## src/hdl/twra_pkg.sv

```systemverilog
package twra_pkg;

  localparam int DEF_RING_DEPTH = 256;

  // field widths
  localparam int TIME_W = 32;
  localparam int DIST_W = 24;
  localparam int AMPL_W = 16;
  localparam int WIN_W  = 16;
  localparam int RATE_W = 14;
  localparam int CH_N   = 3;

  // divider dividend width, covers sums at the deepest ring
  localparam int DIV_W  = 40;
  localparam int DVS_W  = 32;

  localparam logic [DIST_W-1:0] VALID_DIST  = 24'd128;
  localparam logic [WIN_W-1:0]  MIN_KEEP_MS = 16'd750;
  localparam logic [TIME_W-1:0] MIN_RATE_MS = 32'd250;
  localparam logic [RATE_W-1:0] RATE_MAX    = 14'd16383;
  localparam logic [RATE_W-1:0] RATE_SCALE  = 14'd16000;

  // configuration register indexes
  localparam logic CFG_WINDOW = 1'b0;
  localparam logic CFG_BEEP   = 1'b1;

  // last averaging job (three distances then three amplitudes)
  localparam logic [2:0] JOB_LAST = 3'd5;

  typedef struct packed {
    logic [CH_N-1:0][AMPL_W-1:0] ampl;
    logic [CH_N-1:0][DIST_W-1:0] distance;
    logic [TIME_W-1:0]           stamp;
  } entry_t;

  typedef struct packed {
    logic accept;
    logic rd_oldest;
    logic rd_walk;
    logic cap_new;
    logic ev_cmp;
    logic rate_init;
    logic rate_start;
    logic rate_cap;
    logic sum_step;
    logic job_start;
    logic job_cap;
    logic out_load;
  } cmd_t;

  typedef struct packed {
    logic ev_more;
    logic rate_ok;
    logic avg_mode;
    logic walk_last;
    logic job_skip;
    logic job_last;
    logic div_done;
    logic out_free;
  } stat_t;

endpackage

```

## src/hdl/twra_ctrl.sv

```systemverilog
module twra_ctrl (
  input  logic            clk,
  input  logic            rst_n,
  input  logic            in_valid,
  output logic            in_ready,
  input  twra_pkg::stat_t stat,
  output twra_pkg::cmd_t  cmd
);

  typedef enum logic [11:0] {
    S_IDLE   = 12'b000000000001,
    S_RDNEW  = 12'b000000000010,
    S_CAPNEW = 12'b000000000100,
    S_EVCMP  = 12'b000000001000,
    S_EVRD   = 12'b000000010000,
    S_RATE   = 12'b000000100000,
    S_RDIV   = 12'b000001000000,
    S_SUM    = 12'b000010000000,
    S_SUMEND = 12'b000100000000,
    S_JOB    = 12'b001000000000,
    S_JDIV   = 12'b010000000000,
    S_DONE   = 12'b100000000000
  } state_t;

  state_t state_r, state_nxt;

  assign in_ready = state_r == S_IDLE;

  // sequencing of one item
  always_comb begin
    state_nxt = state_r;
    cmd       = '0;
    unique case (state_r)
      S_IDLE: begin
        if (in_valid) begin
          cmd.accept = 1'b1;
          state_nxt  = S_RDNEW;
        end
      end
      S_RDNEW: state_nxt = S_CAPNEW;
      S_CAPNEW: begin
        cmd.cap_new   = 1'b1;
        cmd.rd_oldest = 1'b1;
        state_nxt     = S_EVCMP;
      end
      S_EVCMP: begin
        cmd.ev_cmp = 1'b1;
        state_nxt  = stat.ev_more ? S_EVRD : S_RATE;
      end
      S_EVRD: begin
        cmd.rd_oldest = 1'b1;
        state_nxt     = S_EVCMP;
      end
      S_RATE: begin
        cmd.rate_init = 1'b1;
        if (stat.rate_ok) begin
          cmd.rate_start = 1'b1;
          state_nxt      = S_RDIV;
        end else begin
          state_nxt = stat.avg_mode ? S_SUM : S_DONE;
        end
      end
      S_RDIV: begin
        if (stat.div_done) begin
          cmd.rate_cap = 1'b1;
          state_nxt    = stat.avg_mode ? S_SUM : S_DONE;
        end
      end
      S_SUM: begin
        cmd.rd_walk  = 1'b1;
        cmd.sum_step = 1'b1;
        if (stat.walk_last) state_nxt = S_SUMEND;
      end
      S_SUMEND: state_nxt = S_JOB;
      S_JOB: begin
        if (stat.job_skip) begin
          cmd.job_cap = 1'b1;
          state_nxt   = stat.job_last ? S_DONE : S_JOB;
        end else begin
          cmd.job_start = 1'b1;
          state_nxt     = S_JDIV;
        end
      end
      S_JDIV: begin
        if (stat.div_done) begin
          cmd.job_cap = 1'b1;
          state_nxt   = stat.job_last ? S_DONE : S_JOB;
        end
      end
      S_DONE: begin
        if (stat.out_free) begin
          cmd.out_load = 1'b1;
          state_nxt    = S_IDLE;
        end
      end
      default: state_nxt = S_IDLE;
    endcase
  end

  always_ff @(posedge clk) begin
    if (!rst_n) begin
      state_r <= S_IDLE;
    end else begin
      state_r <= state_nxt;
    end
  end

endmodule

```

## config.mk

```make
export PLATFORM = sky130hd
export DESIGN_NAME = twra_ctrl
export DESIGN_NICKNAME = d
export VERILOG_FILES = /design/src/hdl/twra_pkg.sv /design/src/hdl/twra_ctrl.sv
export SDC_FILE = /design/constraint.sdc
export NUM_CORES = 1
export LEC_CHECK = 0
export BUFFER_PORTS_ARGS = -buffer_cell sky130_fd_sc_hd__clkbuf_2
export CORE_AREA = 2 2 48 50
export CTS_BUF_LIST = sky130_fd_sc_hd__clkbuf_8
export DETAILED_ROUTE_END_ITERATION = 10
export DIE_AREA = 0 0 50 52
export PLACE_DENSITY = 0.75
export SYNTH_ARGS = -nofsm -noshare
export SYNTH_HDL_FRONTEND = slang
export SYNTH_SLANG_ARGS = --single-unit
export TNS_END_PERCENT = 1
```

## constraint.sdc

```tcl
create_clock -name clk -period 2.3 [get_ports clk]
set_input_delay 0.115 -clock clk [delete_from_list [all_inputs] [get_ports clk]]
set_output_delay 0.115 -clock clk [all_outputs]
set_load 0.01 [all_outputs]
```

==> summary.md, run 1 <==
| Metric | Value |
|---|---|
| Status | `finished clean` |
| Avg Cell Area, Syn | `8.619 sq um` |
| Total grt overflow | `0` |
| Final Critical Period | `2.129 ns` |
| DP HPWL | `1.770 mm` |
| Hold crit path type | `in -> reg` |
| Drt total wl | `2.371 mm` |
| R2r setup slk | `0.34 ns` |
| Largest register FFs | `12` |
| Dpl cells | `161` |
| GRT Util Overall | `0.1991` |
| Yosys warning count | `0` |
| RR Startpoint | `state_r[8]$_SDFFE_PN0P_` |
| Cell Area, Synth | `0.001008 sq mm` |
| Distinct cells, synth | `50` |
| R2R cell count | `5` |
| Die height | `52 um` |
| Final worst-path cycle share | `0.9256` |
| Share of cells above drive strength 1 | `0.2993` |
| Initial antenna violation count | `0` |
| DR vias/cell | `6.085` |
| Cells after synthesis | `117` |
| Worst skew pair latency | `0.25 ns` |
| Post-CTS sizing | `0` |
| Num rows | `17` |
| Peak VDD IR | `0.5132 mV` |
| Crit path max fanout | `7` |
| Fin cells | `165` |
| WL/cell | `14.37 um` |
| Fmax | `0.4697 GHz` |
| CTS sink count | `12` |
| Flop pwr share | `0.381` |
| Psw | `0.1872 mW` |
| Full die area | `0.002600 sq mm` |
| First-pass GRT wire length | `3.870 mm` |
| DRT antenna net count | `0` |
| Cell Int Power | `0.4293 mW` |
| WP data required | `2.18 ns` |
| Worst slew margin | `0.7010` |
| Starting Density | `0.4789` |
| Number of synthesized register bits | `12` |
| Root buffer selected by CTS | `clkbuf_8` |
| H-tree levels | `1` |
| DRT met1 WL | `1.039 mm` |
| Hold Crit Start | `stat[7]` |
| CP max stage delay | `0.40 ns` |
| Vias in the first global route | `876` |
| Synth area leaders | `dfxtp_1, o21a_1, nor4_4, nor3_1, and2_1` |
| Main flop type after synthesis | `dfxtp_1` |
| Fill cells | `209` |
| PortBufs | `23` |
| Clock skew | `0.01148 ns` |
| Setup Fix Bufs, Post-CTS | `0` |
| Syn Nets | `128` |
| Logic pwr share | `0.232` |
| DRT iter0 DRCs | `27` |
| DR top layer | `met4` |
| DR DRC count | `0` |
| Top reg by flops | `state_r` |
| Endpoint of the worst hold path | `state_r[4]$_SDFFE_PN0P_` |
| Clock Path Buffers | `2` |
| Met2 WL | `1.084 mm` |
| WS Path Type | `reg -> out` |
| Area post-placement | `0.001119 sq mm` |
| CTS tree | `done` |
| Critical path data arrival time | `2.01 ns` |
| Diodes inserted | `0` |
| Share of total power in the clock network | `0.387` |
| Layout Nets | `149` |
| Sequential fraction of the synthesis area | `0.2382` |
| Syn-to-layout area delta | `16.38%` |
| Share of synthesized registers carrying an async set or reset | `0` |
| DRT Pass-1 Iters | `4` |
| Regs by FF count | `state_r: 12 flops` |
| Pwr Density | `525.3 mW/mm^2` |
| Die Width | `50 um` |
| Reg clk slew, reported paths | `0.06 ns` |
| Setup_tns | `0 ns` |
| Post-synth EDFFs | `0` |
| Sw Ratio | `0.3037` |
| Leakage power | `0.4729 nW` |
| Critical path endpoint category | `output port` |
| CTS buffer count | `3` |
| Ports | `24` |
| Core ar. | `0.002106 sq mm` |
| Placer Congestion | `0.8896` |
| RSZ-0062 raised after global routing | `no` |
| Setup violators final | `0` |
| Max Cap Violations | `0` |
| DR WL met3 | `206 um` |
| Worst reg2reg endpoint | `state_r[7]$_SDFFE_PN0P_` |
| Area leader, netlist | `dfxtp_1` |
| Hold_buf cts | `0` |
| Overall power | `0.6165 mW` |
| Total number of vias | `1,004` |
| Post-route cell area | `0.001174 sq mm` |
| Critical path cell sequence | `nor4_4 -> and2_1 -> nand2_1 -> nor4b_1 -> clkbuf_2` |
| Pin count of the biggest net entering global routing | `14` |
| Final Hold Fails | `0` |
| CP Launch Type | `flip-flop` |
| Critical-path top delay cell | `nor4_4` |
| Slew Viols, Final | `0` |
| Worst Tran Pin Value | `0.4478 ns` |
| Worst Hold Depth | `2` |
| Yosys top cell area share | `0.2382` |
-- cell usage after synthesis, types with 2 or more instances --
| cell type | count |
|---|---|
| dfxtp_1 | 12 |
| nor2_1 | 8 |
| nor3_1 | 8 |
| o21a_1 | 6 |
| and2_1 | 5 |
| and3_1 | 5 |
| buf_2 | 5 |
| nand2_1 | 4 |
| nand2b_1 | 4 |
| nand4_1 | 4 |
| nor4_1 | 4 |
| a21oi_1 | 3 |
| or4b_1 | 3 |
| xnor2_1 | 3 |
| and4_1 | 2 |
| inv_1 | 2 |
| nand3b_1 | 2 |
| nor3b_1 | 2 |
| nor4_4 | 2 |
| o21ai_0 | 2 |
| or4_1 | 2 |
-- metal layers --
layer	vias to the layer above	GRT usage
met5	-	0
met4	0	0.1111
met3	6	0.05172
met2	55	0.3070
met1	455	0.2509
li1	488	-
-- through the flow --
step	utilization	worst slack (ns)	hold WS, ns
after floorplan	-	0.5063	0.2609
after global placement	0.5312	0.4280	0.3521
after detailed placement	0.5312	0.3796	0.3636
after global routing	0.5573	0.03338	0.1266
final	0.5573	0.1712	0.1138
after CTS	0.5573	0.1648	0.1135
-- cells in the final DEF (no fill, tap or decap), drive strengths merged --
cell type / synthesis / routed
a211oi: 1 / 1
a21o: 1 / 1
a21oi: 4 / 4
a22oi: 1 / 1
a32o: 1 / 1
and2: 5 / 5
and3: 5 / 5
and3b: 1 / 1
and4: 2 / 2
buf: 7 / 1
clkbuf: 1 / 27
dfxtp: 12 / 12
inv: 2 / 2
nand2: 4 / 4
nand2b: 4 / 4
nand3: 1 / 1
nand3b: 4 / 4
nand4: 4 / 4
nand4b: 1 / 1
nor2: 9 / 9
nor2b: 1 / 1
nor3: 9 / 9
nor3b: 3 / 3
nor4: 7 / 7
nor4b: 1 / 1
o2111a: 1 / 1
o211ai: 2 / 2
o21a: 6 / 6
o21ai: 3 / 3
o311ai: 1 / 1
o41ai: 1 / 1
or3: 2 / 2
or3b: 1 / 1
or4: 2 / 2
or4b: 3 / 3
xnor2: 3 / 3
xor2: 1 / 1
-- worst max-delay path, delay by kind of cell, from the launching register on --
kind,cells,cell delay (ns)
simple gates,4,1.15
flops,1,0.39
buf+inv,1,0.21
-- power groups by stage --
stage	registers (mW)	clock network [mW]	logic, mW
final	0.235	0.238	0.143
after global routing	0.238	0.254	0.155
after CTS	0.235	0.244	0.142
after detailed placement	0.240	0	0.142
after global placement	0.238	0	0.140
after floorplan	0.234	0	0.103
-- cell families after synthesis --
group / count (synthesis) / share of synthesized area
AOI/OAI and AO/OA: 22 / 0.1824
xor gates and xnor gates: 4 / 0.03475
buffers and inverters: 10 / 0.05459
DFF: 12 / 0.2382
and+or+nand+nor: 69 / 0.4901
-- area by class of cell --
type                            instances  area, sq um  share of cell area
Clock buffer                            4        55.05             0.04691
Inverter                                2        7.507            0.006397
Multi-Input combinational cell         95        713.2              0.6077
Sequential cell                        12        240.2              0.2047
Tap cell                               28        35.03             0.02985
Timing Repair Buffer                   24        122.6              0.1045
-- worst max-delay path by stage --
| stage | start | end | slack (ns) | depth (start not counted) |
|---|---|---|---|---|
| final | state_r[2]$_SDFFE_PN0P_ | cmd[2] | 0.17 | 5 |
| after floorplan | state_r[2]$_SDFFE_PN0P_ | state_r[10]$_SDFFE_PN0P_ | 0.51 | 5 |
| after detailed placement | state_r[8]$_SDFFE_PN0P_ | state_r[7]$_SDFFE_PN0P_ | 0.38 | 5 |
| after CTS | state_r[2]$_SDFFE_PN0P_ | cmd[2] | 0.16 | 5 |
| after global routing | state_r[2]$_SDFFE_PN0P_ | cmd[2] | 0.03 | 5 |
| after global placement | state_r[11]$_SDFFE_PN0P_ | state_r[0]$_SDFFE_PN1P_ | 0.43 | 5 |
No activity file was read; power rests on OpenSTA's default activity.
==> run 2, diff against run 1 <==
--- a/config.mk
+++ b/config.mk
@@ -6,10 +6,10 @@
 export NUM_CORES = 1
 export LEC_CHECK = 0
 export BUFFER_PORTS_ARGS = -buffer_cell sky130_fd_sc_hd__clkbuf_2
-export CORE_AREA = 2 2 48 50
+export CORE_AREA = 2 2 46 52
 export CTS_BUF_LIST = sky130_fd_sc_hd__clkbuf_8
 export DETAILED_ROUTE_END_ITERATION = 10
-export DIE_AREA = 0 0 50 52
+export DIE_AREA = 0 0 48 54
 export PLACE_DENSITY = 0.75
 export SYNTH_ARGS = -nofsm -noshare
 export SYNTH_HDL_FRONTEND = slang
==> run 2 against run 1 <==
- register-to-register slack is essentially flat
- non-clock buffer count is the same
- clock skew shrank 0.0072 ns
- critical path depth is the same
- critical path type unchanged
- critical endpoint unchanged
- largest power group is now registers
==> summary.md, run 2 (synthesis gave the netlist of run 1 again) <==
| Metric | Value |
|---|---|
| CP max stage delay | `0.40 ns (about the same)` |
| Core ar. | `0.002140 sq mm (was 0.002106 sq mm)` |
| Post-CTS sizing | `0 (unchanged)` |
| Worst skew pair latency | `0.25 ns (about the same)` |
| CTS sink count | `12 (unchanged)` |
| Post-route cell area | `0.001162 sq mm (was 0.001174 sq mm)` |
| DRT iter0 DRCs | `23 (was 27)` |
| H-tree levels | `1 (unchanged)` |
| Full die area | `0.002592 sq mm (was 0.002600 sq mm)` |
| Endpoint of the worst hold path | `state_r[4]$_SDFFE_PN0P_ (unchanged)` |
| Reg clk slew, reported paths | `0.06 ns (about the same)` |
| Worst slack at placement | `0.3659 ns (was 0.3796 ns)` |
| Area post-placement | `0.001121 sq mm (was 0.001119 sq mm)` |
| Overall power | `0.5777 mW (was 0.6165 mW)` |
| Syn-to-layout area delta | `15.26% (was 16.38%)` |
| Diodes inserted | `0 (unchanged)` |
| Hold crit path type | `in -> reg (unchanged)` |
| CTS buffer count | `3 (unchanged)` |
| Pin count of the biggest net entering global routing | `14 (unchanged)` |
| Die Width | `48 um (was 50 um)` |
| RR Startpoint | `state_r[8]$_SDFFE_PN0P_ (unchanged)` |
| Hold Crit Start | `stat[7] (unchanged)` |
| Peak VDD IR | `0.4131 mV (was 0.5132 mV)` |
| Root buffer selected by CTS | `clkbuf_8 (unchanged)` |
| Regs by FF count | `state_r: 12 flops (unchanged)` |
| Final hold slack | `0.1131 ns (was 0.1138 ns)` |
| Max Cap Violations | `0 (unchanged)` |
| Status | `finished clean (unchanged)` |
| Critical path cell sequence | `nor4_4 -> and2_1 -> nand2_1 -> nor4b_1 -> clkbuf_2 (unchanged)` |
| DRT antenna net count | `0 (unchanged)` |
| Total number of vias | `976 (was 1,004)` |
| Top reg by flops | `state_r (unchanged)` |
| DR vias/cell | `5.880 (was 6.085)` |
| R2r setup slk | `0.34 ns (about the same)` |
| DR DRC count | `0 (unchanged)` |
| CP Launch Type | `flip-flop (unchanged)` |
| Commonest non-fill, non-tap cell in the layout | `clkbuf_2 (unchanged)` |
| Setup violators final | `0 (unchanged)` |
| Sw Ratio | `0.3183 (was 0.3037)` |
| Flop pwr share | `0.405 (was 0.381)` |
| WL/cell | `14.84 um (was 14.37 um)` |
| CTS tree | `done (unchanged)` |
| Drt total wl | `2.464 mm (was 2.371 mm)` |
| RSZ-0062 raised after global routing | `no (unchanged)` |
| Slew Viols, Final | `0 (unchanged)` |
| DP HPWL | `1.846 mm (was 1.770 mm)` |
| Worst reg2reg endpoint | `state_r[11]$_SDFFE_PN0P_ (was state_r[7]$_SDFFE_PN0P_)` |
| Worst slew margin | `0.7076 (was 0.7010)` |
| Clock Path Buffers | `2 (unchanged)` |
| Num rows | `18 (was 17)` |
| Placer Congestion | `0.8757 (was 0.8896)` |
| Utilization after layout | `0.5433 (was 0.5573)` |
| Logic pwr share | `0.249 (was 0.232)` |
| WP data required | `2.18 ns (about the same)` |
| GRT Util Overall | `0.2175 (was 0.1991)` |
| Fmax | `0.4834 GHz (was 0.4697 GHz)` |
| Total grt overflow | `0 (unchanged)` |
| Worst Hold Depth | `2 (unchanged)` |
| Vias in the first global route | `834 (was 876)` |
| WS Path Type | `reg -> out (unchanged)` |
| Family with the most delay on the worst path | `simple AND/OR/NAND/NOR gates (unchanged)` |
| Setup Fix Bufs, Post-CTS | `0 (unchanged)` |
| Pwr Density | `497.0 mW/mm^2 (was 525.3 mW/mm^2)` |
| Post-route setup slack | `0.2315 ns (was 0.1712 ns)` |
| Final worst-path cycle share | `0.8994 (was 0.9256)` |
| Psw | `0.1839 mW (was 0.1872 mW)` |
| Fill cells | `209 (unchanged)` |
| Final Hold Fails | `0 (unchanged)` |
| Fin cells | `166 (was 165)` |
| Worst Tran Pin Value | `0.4380 ns (was 0.4478 ns)` |
| Initial antenna violation count | `0 (unchanged)` |
| Share of total power in the clock network | `0.346 (was 0.387)` |
| Die height | `54 um (was 52 um)` |
| Cell Int Power | `0.3938 mW (was 0.4293 mW)` |
| First-pass GRT wire length | `3.884 mm (was 3.870 mm)` |
| R2R cell count | `5 (unchanged)` |
| Ports | `24 (unchanged)` |
| Final Critical Period | `2.069 ns (was 2.129 ns)` |
| Hold_buf cts | `0 (unchanged)` |
| Crit path max fanout | `7 (unchanged)` |
| CP bufs+invs | `1 (unchanged)` |
| Critical-path top delay cell | `nor4_4 (unchanged)` |
| Critical path endpoint category | `output port (unchanged)` |
| Critical path data arrival time | `1.95 ns (was 2.01 ns)` |
| Setup_tns | `0 ns (unchanged)` |
| PortBufs | `23 (unchanged)` |
| Share of cells above drive strength 1 | `0.2941 (was 0.2993)` |
| Commonest non-fill, non-tap cells in the layout | `clkbuf_2, dfxtp_1, nor2_1, nor3_1, o21a_1 (unchanged)` |
| Starting Density | `0.4713 (was 0.4789)` |
| Layout Nets | `149 (unchanged)` |
| Leakage power | `0.4657 nW (was 0.4729 nW)` |
| Dpl cells | `163 (was 161)` |
| DRT Pass-1 Iters | `4 (unchanged)` |
| Clock skew | `0.004309 ns (was 0.01148 ns)` |
| Largest register FFs | `12 (unchanged)` |
[run 2: cell types whose count changed in the layout (fill, tap and decap cells not counted)]
| cell | delta |
|---|---|
| clkbuf_8 | -1 |
[run 2: cell type report]
cell class | instances | area, sq um | area share
inverter | 2 | 7.507 | 0.006459
multi-input combinational | 95 | 713.2 | 0.6136
sequential | 12 | 240.2 | 0.2067
timing repair buffer | 24 | 122.6 | 0.1055
clock buffer | 3 | 41.29 | 0.03552
tap | 30 | 37.54 | 0.03229
[run 2: routing by layer]
metal	vias to the layer above	global-route usage	wire length, um
li1	491	-	-
met1	451	0.2791	1093
met2	29	0.3333	1191
met3	5	0.04027	126
met4	0	0.1216	53
met5	-	0	0
[run 2: worst max path at each step]
stage	start	to	slack, ns	cells after the start
after floorplan	state_r[2]$_SDFFE_PN0P_	state_r[10]$_SDFFE_PN0P_	0.51	5
after global placement	state_r[8]$_SDFFE_PN0P_	state_r[11]$_SDFFE_PN0P_	0.42	5
after detailed placement	state_r[8]$_SDFFE_PN0P_	state_r[11]$_SDFFE_PN0P_	0.37	5
after CTS	state_r[2]$_SDFFE_PN0P_	cmd[2]	0.19	5
after global routing	state_r[2]$_SDFFE_PN0P_	cmd[2]	0.01	5
final	state_r[2]$_SDFFE_PN0P_	cmd[2]	0.23	5
[run 2: worst reg2reg max path: stages (launching register included)]
cell	delay [ns]
dfxtp_1	0.42
or4_1	0.56
or3_1	0.34
a21oi_2	0.25
a211oi_1	0.08
o21a_1	0.20
[run 2: power groups by stage]
stage          clock, mW  sequential, mW  combinational (mW)
6_report           0.200           0.234               0.144
5_1_grt            0.209           0.236               0.158
3_3_place_gp           0           0.238               0.139
3_5_place_dp           0           0.237               0.143
4_1_cts            0.202           0.234               0.144
2_1_floorplan          0           0.234               0.103
